### config.mk
export PLATFORM = sky130hd
export DESIGN_NAME = tdlca_ram
export DESIGN_NICKNAME = d
export VERILOG_FILES = /design/src/hw/rtl/tdlca_ram.sv
export SDC_FILE = /design/constraint.sdc
export NUM_CORES = 1
export LEC_CHECK = 0
export BUFFER_PORTS_ARGS = -buffer_cell sky130_fd_sc_hd__buf_2
export CELL_PAD_IN_SITES_DETAIL_PLACEMENT = 0
export CELL_PAD_IN_SITES_GLOBAL_PLACEMENT = 1
export CORE_MARGIN = 3
export CORE_UTILIZATION = 57
export CTS_CLUSTER_SIZE = 16
export DETAILED_ROUTE_END_ITERATION = 12
export PLACE_DENSITY_LB_ADDON = 0.1
export SLEW_MARGIN = 5
export SYNTH_ARGS = -nofsm -noshare
export SYNTH_HDL_FRONTEND = slang
export SYNTH_SLANG_ARGS = --single-unit
### constraint.sdc
create_clock -name i_clk -period 5.95 [get_ports i_clk]
set_clock_uncertainty 0.15 [all_clocks]
set_input_delay 1.19 -clock i_clk [delete_from_list [all_inputs] [get_ports i_clk]]
set_output_delay 1.19 -clock i_clk [all_outputs]
set_load 0.02 [all_outputs]
### src/hw/rtl/tdlca_ram.sv
module tdlca_ram #(
    parameter int WIDTH = 8,
    parameter int DEPTH = 16,
    localparam int AW   = (DEPTH > 1) ? $clog2(DEPTH) : 1
) (
    input  logic             i_clk,
    input  logic             i_we,
    input  logic [AW-1:0]    i_waddr,
    input  logic [WIDTH-1:0] i_wdata,
    input  logic             i_re,
    input  logic [AW-1:0]    i_raddr,
    output logic [WIDTH-1:0] o_rdata
);

    logic [WIDTH-1:0] r_mem [DEPTH];
    logic [WIDTH-1:0] r_rdata;

    // read data holds while no read is issued
    always_ff @(posedge i_clk) begin
        if (i_we) begin
            r_mem[i_waddr] <= i_wdata;
        end
        if (i_re) begin
            r_rdata <= r_mem[i_raddr];
        end
    end

    assign o_rdata = r_rdata;

endmodule

==> impl_metrics.ini, run 1 <==
[worst_hold_path]
hp-class = reg2reg

[timing]
rsz0062_at_grt = no
whs_ps = 598
setup_viol = 0
max_freq_mhz = 343
finalCritPeriodShare_pct = 49.1
max-slew-margin-rel_pct = 29.9
tns_ps = 0
hold_viol = 0
maxSlewViolCount = 0
worstMarginPinSlew_ps = 1050
min_period_ps = 2920

[clock_tree]
ctsHoldBuffers = 0
cts_tree = yes
clockRootBuffer = clkbuf_8
clk_pin_slew_ps = 60
cts_sinks = 136
cts_buffer_depth = 2
cts_made_buffers = 17
cts_htree_levels = 4
cts_resized = 0
cts_setup_buffers = 0
clk_latency_ps = 520

[job]
drv_cap = 0

[placement]
dpl.hpwl_mm = 5.86
place.gp.congestion = 0.717
portBuffers = 26

[global_route]
grt_pass1_wl_mm = 14.8
overflow = 0
grt_pass1_vias = 2441
track_usage_pct = 21.0
antenna_found_initial = 0
grt_max_degree = 33

[power_and_ir_drop]
p_sw_w = 0.000461
sw_frac_of_total_pct = 21.2
ir_drop_mv = 0.170
intPower_w = 0.00171
p_leak_nw = 1.99
p_per_area_nw_per_um2 = 362
pwr-share-seq_pct = 49.9
clock_power_share_pct = 45.6
pwr-share-comb_pct = 4.4

[cells_and_area]
drive_gt1_share_pct = 28.8
fin_nets = 285
area_delta_synth_final_pct = 14.7
diodes = 0
register_area_um2 = 4080
final_cell_mix = 136 x edfxtp_1, 26 x buf_2, 18 x mux4_2
multi_input_area_um2 = 1070
num-fill-cells = 553
final_common_cell = edfxtp_1

[synthesis]
ys_ff_latch = 136
ys_seq_area_share_pct = 78.1
synth_area_leader_cell = edfxtp_1
synth-edff-count = 136
ys.flop_type = edfxtp_1
synthArstFlopShare_pct = 0
synth_top_area_share_pct = 78.1
syn_avg_cell_area_um2 = 22.8
yosysWarningCount = 0
synth_nets = 248
syn-instance-count = 229
syn_area_um2 = 5230
synth_area_leaders = edfxtp_1 78%, mux4_2 7.8%, mux4_1 7.0%, a22oi_1 2.3%, nor2_1 0.93%
synth_cell_types = 18

[critical_path]
path_cells = buf_2 -> mux4_1 -> a22oi_1 -> nand2_1
rr_endpoint = o_rdata[0]
cp.required_ps = 6060
worstRegToRegCells = 3
worstSetupStartpointType = primary input
critPathLaunch = i_raddr[0]
r2r-start = r_mem[1][0]
cp_slowest_cell = buf_2
worst-path-max-fanout = 32
reg2reg_slack_ps = 4280
max_stage_delay_ps = 780
crit_end = o_rdata[0]
end_kind = register
worstSetupPathType = in2reg
worstPathArrival_ps = 3030

[die]
die_w_um = 102
core_area_um2 = 8810
ioPinCount = 27
num_rows = 34
chipHeight_um = 102
start_util_pct = 59.4
dieArea_um2 = 10400

[route]
route.detailed.drc = 0
wl_per_cell_um = 25.1
drtIter0Drc = 180
drt-total-wl_mm = 9.69
num_vias = 2394
viasPerCell = 6.20
dr.pass1.iters = 4
ant_nets = 0

[outcome]
status = completed
-- cells in the mapped netlist (2+ instances only) --
| cell type | number |
|---|---|
| nor3_1 | 4 |
| nor2_1 | 13 |
| buf_6 | 3 |
| buf_2 | 3 |
| nand3b_1 | 2 |
| nand2b_1 | 2 |
| a22oi_1 | 16 |
| mux4_1 | 14 |
| mux4_2 | 18 |
| edfxtp_1 | 136 |
| nand2_1 | 9 |
| clkdlybuf4s25_2 | 3 |
-- area by class of cell --
type / count / area share [%]
clock inverter: 14 / 2.50
clock buffer: 17 / 6.91
sequential: 136 / 68.1
multi-input combinational: 83 / 17.8
timing repair buffer: 28 / 2.42
tap: 108 / 2.25
-- cell families after synthesis --
group	count (synthesis)	synth area share [%]
and+or+nand+nor	35	3.14
DFF	136	78.1
AOI/OAI and AO/OA	16	2.30
buffers and inverters	10	1.65
muxes	32	14.8
-- sequential cells by signal (all words and copies together), names as in the netlist --
signal,flops
r_mem,128
o_rdata,8
-- per-stage QoR --
step                instance area, µm²  power, W  util [%]  instances  setup slack (ps)
floorplan                         5230   0.00116         -        229              3120
global route                      6000   0.00224      68.1        386              2840
finish                            6000   0.00217      68.1        386              3030
detailed placement                5430   0.00120      61.7        355              2440
global placement                  5430   0.00120      61.7        355              2460
CTS                               6000   0.00219      68.1        386              2980
-- layer usage --
layer / share of wire (%) / vias up / GRT usage [%]
li1: - / 1054 / -
met1: 44 / 1238 / 31.1
met3: 6.6 / 14 / 6.34
met2: 48 / 88 / 30.6
met5: 0 / - / 0
met4: 1.1 / 0 / 6.75
-- critical path: cells and delay by family --
family	cells	cell delay [ps]
buffers and inverters	1	780
multiplexers	1	660
AND/OR/NAND/NOR	1	90
AO/OA/AOI/OAI	1	290
-- power groups by stage --
stage | clock network (W) | registers, W | logic, W
3_5_place_dp | 0 | 0.00111 | 0.0000983
3_3_place_gp | 0 | 0.00110 | 0.0000968
2_1_floorplan | 0 | 0.00111 | 0.0000545
6_report | 0.000991 | 0.00109 | 0.0000965
4_1_cts | 0.00100 | 0.00109 | 0.0000985
5_1_grt | 0.00105 | 0.00109 | 0.000106
-- worst min-delay path by stage --
stage | startpoint | end | slack [ps] | cells past startpoint
CTS | r_mem[15][2] | o_rdata[2] | 600 | 3
floorplan | r_mem[7][0] | o_rdata[0] | 550 | 3
finish | r_mem[15][2] | o_rdata[2] | 600 | 3
global placement | r_mem[14][2] | o_rdata[2] | 580 | 3
detailed placement | r_mem[15][6] | o_rdata[6] | 590 | 3
global route | r_mem[15][2] | o_rdata[2] | 620 | 3
Note: power is estimated with default switching activity, not from simulation.
==> run 2: changes to the inputs <==
CORE_UTILIZATION = 48   (was 57)
clock period = 2.4 ns   (was 5.95 ns; I/O delays follow)
==> impl_metrics.ini, run 2 (synthesis gave the netlist of run 1 again) <==
[outcome]
status = completed

[critical_path]
worstSetupPathType = reg2out
max_stage_delay_ps = 410
cp.required_ps = 1770
worstSetupStartpointType = register
cp_slowest_cell = edfxtp_1
worst-path-max-fanout = 1
end_kind = output port
path_cells = buf_2
crit_family = flip-flops
worstPathArrival_ps = 1110
path_buf_inv = 1

[global_route]
grt_pass1_wl_mm = 15.8
grt_max_degree = 23
overflow = 0
track_usage_pct = 19.0
antenna_found_initial = 0
grt_pass1_vias = 2625

[power_and_ir_drop]
p_leak_nw = 2.11
total_power_w = 0.00539
ir_drop_mv = 0.404
p_per_area_nw_per_um2 = 870

[job]
drv_cap = 0

[clock_tree]
cts_setup_buffers = 0
clockRootBuffer = clkbuf_8
ctsHoldBuffers = 0
cts_tree = yes
cts_buffer_depth = 2
cts_htree_levels = 4
clk_pin_slew_ps = 60
clk_latency_ps = 510
cts_resized = 0
cts_made_buffers = 17
cts_sinks = 136

[cells_and_area]
fin_cells = 436
regMostFlops = r_mem
fin_nets = 306
largest_reg_flops = 128
utilization_pct = 59.2
area_delta_synth_final_pct = 18.6
final_cell_mix = 136 x edfxtp_1, 26 x buf_2, 21 x buf_4
diodes = 0
drive_gt1_share_pct = 31.3
num-fill-cells = 803
final_common_cell = edfxtp_1
fin_area_um2 = 6200

[timing]
tns_ps = 0
setup_viol = 0
finalCritPeriodShare_pct = 72.7
max-slew-margin-rel_pct = 73.5
rsz0062_at_grt = no
hold_viol = 0
maxSlewViolCount = 0
min_period_ps = 1740
max_freq_mhz = 573
worstMarginPinSlew_ps = 398

[route]
drtIter0Drc = 191
wl_per_cell_um = 23.4
ant_nets = 0
route.detailed.drc = 0
dr.pass1.iters = 4
viasPerCell = 5.62
num_vias = 2451
drt-total-wl_mm = 10.2

[placement]
dpl.hpwl_mm = 6.46
dpl.cell_count = 404
place.gp.congestion = 0.722
portBuffers = 26
place_area_um2 = 5640

[die]
dieArea_um2 = 12200
die_w_um = 110
num_rows = 37
chipHeight_um = 110
core_area_um2 = 10500
start_util_pct = 50.0
ioPinCount = 27

[worst_hold_path]
hp-class = in2reg
==> run 2: cell types whose count changed in the layout (fill, tap and decap cells not counted), sizes merged <==
| cell | previous run | this run |
|---|---|---|
| buf | 28 | 49 |
| inv | 2 | 0 |
| clkinvlp | 3 | 1 |
| bufinv | 2 | 3 |
| clkbuf | 17 | 21 |
==> run 2: routing by layer <==
layer	GRT usage, %	vias to the layer above	wire, µm
met5	0	-	0
met4	6.77	0	97
met3	4.95	10	443
met2	29.2	69	5000
met1	26.7	1276	4670
li1	-	1096	-
==> run 2: layout make-up <==
| type | count | area (µm²) | share of cell area, % |
|---|---|---|---|
| timing repair buffer | 49 | 328 | 5.29 |
| clock inverter | 11 | 130 | 2.10 |
| sequential | 136 | 4080 | 65.9 |
| multi-input combinational | 83 | 1060 | 17.1 |
| tap | 136 | 170 | 2.75 |
| clock buffer | 21 | 429 | 6.92 |
==> run 2: stage by stage <==
stage	worst slack (ps)	hold WS, ps
global placement	161	586
global route	616	187
CTS	634	176
floorplan	277	429
finish	655	198
detailed placement	169	591
==> run 2: path summary, 6_finish.rpt <==
| path | from | to | slack (ps) | depth (start not counted) |
|---|---|---|---|---|
| worst min register to register | r_mem[15][0] | o_rdata[0] | 600 | 3 |
| worst max-delay path | o_rdata[6] | o_rdata[6] | 660 | 1 |
| worst min-delay path | i_wdata[2] | r_mem[6][2] | 200 | 1 |
| worst max register to register | r_mem[11][4] | o_rdata[4] | 750 | 3 |
==> run 2: where the power goes <==
part	switching (W)	leakage, nW	internal (W)
registers	0.0000148	1.24	0.00268
logic	0.000153	0.603	0.000109
clock network	0.000875	0.274	0.00156
==> run 3: changes to the inputs <==
ABC_AREA = 1   (was default)
CORE_UTILIZATION = 44   (was 48)
clock period = 1.5 ns   (was 2.4 ns; I/O delays follow)
==> impl_metrics.ini, run 3 <==
[synthesis]
syn-instance-count = 551
ys_ff_latch = 136
syn_avg_cell_area_um2 = 10.6
synth_area_leaders = edfxtp_1 70%, nand2_1 11%, nand3_1 8.3%, inv_1 6.4%, buf_6 1.2%
synth-edff-count = 136
synth_area_leader_cell = edfxtp_1
ys.flop_type = edfxtp_1
ys_seq_area_share_pct = 69.8
syn_area_um2 = 5850
synth.most_common_cell = nand2_1
synthArstFlopShare_pct = 0
ys_top_cells_by_count = 173 x nand2_1, 136 x edfxtp_1, 100 x inv_1
synth_nets = 570
synth_top_area_share_pct = 69.8
yosysWarningCount = 0
synth_cell_types = 11

[global_route]
grt_max_degree = 32
grt_pass1_vias = 3616
track_usage_pct = 19.9
antenna_found_initial = 0
overflow = 0
grt_pass1_wl_mm = 20.9

[worst_hold_path]
hp-class = in2reg

[clock_tree]
cts_tree = yes
ctsHoldBuffers = 0
clockRootBuffer = clkbuf_16
cts_sinks = 136
clk_pin_slew_ps = 60
cts_buffer_depth = 2
clk_latency_ps = 410
cts_made_buffers = 17
cts_setup_buffers = 0
cts_htree_levels = 4
cts_resized = 2

[timing]
max-slew-margin-rel_pct = 73.2
worstMarginPinSlew_ps = 402
hold_viol = 0
rsz0062_at_grt = yes
finalCritPeriodShare_pct = 98.2
maxSlewViolCount = 0
min_period_ps = 1470
setup_viol = 0
max_freq_mhz = 679

[power_and_ir_drop]
p_leak_nw = 2.97
ir_drop_mv = 0.615
p_per_area_nw_per_um2 = 1220

[cells_and_area]
fin_cells = 789
fin_nets = 625
largest_reg_flops = 128
utilization_pct = 53.4
regMostFlops = r_mem
drive_gt1_share_pct = 13.1
num-fill-cells = 1163
fin_area_um2 = 6850
final_cell_mix = 173 x nand2_1, 136 x edfxtp_1, 100 x inv_1
final_common_cell = nand2_1
diodes = 0
area_delta_synth_final_pct = 17.1

[placement]
place_area_um2 = 6360
dpl.hpwl_mm = 8.67
place.gp.congestion = 0.799
dpl.cell_count = 759
portBuffers = 26

[route]
route.detailed.drc = 0
met2WireLength_mm = 5.96
viasPerCell = 4.80
drt-met1-wl_mm = 6.45
num_vias = 3788
dr.pass1.iters = 5
drt-total-wl_mm = 13.5
wl_per_cell_um = 17.1
wl_met3_um = 668
ant_nets = 0
drtIter0Drc = 417
top_layer_used = met4

[die]
die_w_um = 121
num_rows = 41
core_area_um2 = 12800
chipHeight_um = 121
dieArea_um2 = 14700
start_util_pct = 45.6
ioPinCount = 27

[critical_path]
path_cells = buf_6
end_kind = output port
path_buf_inv = 1
worst-path-max-fanout = 1
crit_family = flip-flops
worstPathArrival_ps = 1020
max_stage_delay_ps = 440
cp.required_ps = 1050
worstSetupStartpointType = register
worstSetupPathType = reg2out
cp_slowest_cell = edfxtp_1

[outcome]
status = completed

[job]
drv_cap = 0
-- run 3: changes by cell type after synthesis, sizes merged, moves of 4 or more --
cell / previous run / this run
nand3: 1 / 97
buf: 7 / 24
nor3: 4 / 0
nand2: 9 / 173
mux4: 32 / 0
nor2: 13 / 17
a22oi: 16 / 0
inv: 0 / 102
-- run 3: worst paths after layout --
check	cells after the start	to	startpoint	slack, ps
worst max-delay path	1	o_rdata[1]	o_rdata[1]	30
worst min register to register	6	o_rdata[2]	r_mem[12][2]	570
worst max register to register	6	o_rdata[4]	r_mem[0][4]	170
worst min-delay path	1	o_rdata[4]	i_re	130
-- run 3: cells by family (layout without fill, tap and decap cells) --
logic type / count (synthesis) / in the layout / share of synthesized area (%)
and+or+nand+nor: 289 / 289 / 20.8
DFF: 136 / 136 / 69.8
buffers and inverters: 126 / 192 / 9.39
-- run 3: routing by layer --
layer / track usage, % / vias up
met5: 0 / -
met4: 9.80 / 0
met3: 4.15 / 26
li1: - / 1890
met1: 28.5 / 1779
met2: 29.0 / 93
-- run 3: power by group --
| part | switching (W) | total, W | leakage [nW] | internal (W) |
|---|---|---|---|---|
| clock network | 0.00139 | 0.00343 | 0.233 | 0.00204 |
| registers | 0.0000244 | 0.00431 | 1.24 | 0.00429 |
| logic | 0.000395 | 0.000588 | 1.50 | 0.000193 |
-- run 3: final cells by class --
| cell class | count | area, µm² | area share [%] |
|---|---|---|---|
| flip-flops and latches | 136 | 4080 | 59.7 |
| multi-input cells | 289 | 1210 | 17.7 |
| repair buffers | 60 | 473 | 6.91 |
| clock buffers | 21 | 440 | 6.43 |
| inverters | 102 | 383 | 5.59 |
| well taps | 172 | 215 | 3.14 |
| clock inverters | 9 | 36.3 | 0.530 |
-- run 3: through the flow --
stage                     worst slack [ps]  setup TNS [ps]  hold slack, ps  power (W)
final                                 26.6               0             126    0.00833
after global placement                -241           -1310             544    0.00497
after floorplan                       99.2               0             249    0.00470
after global routing                -0.715          -0.715             109    0.00865
after detailed placement              -276           -1480             545    0.00498
after CTS                             1.20               0             107    0.00841
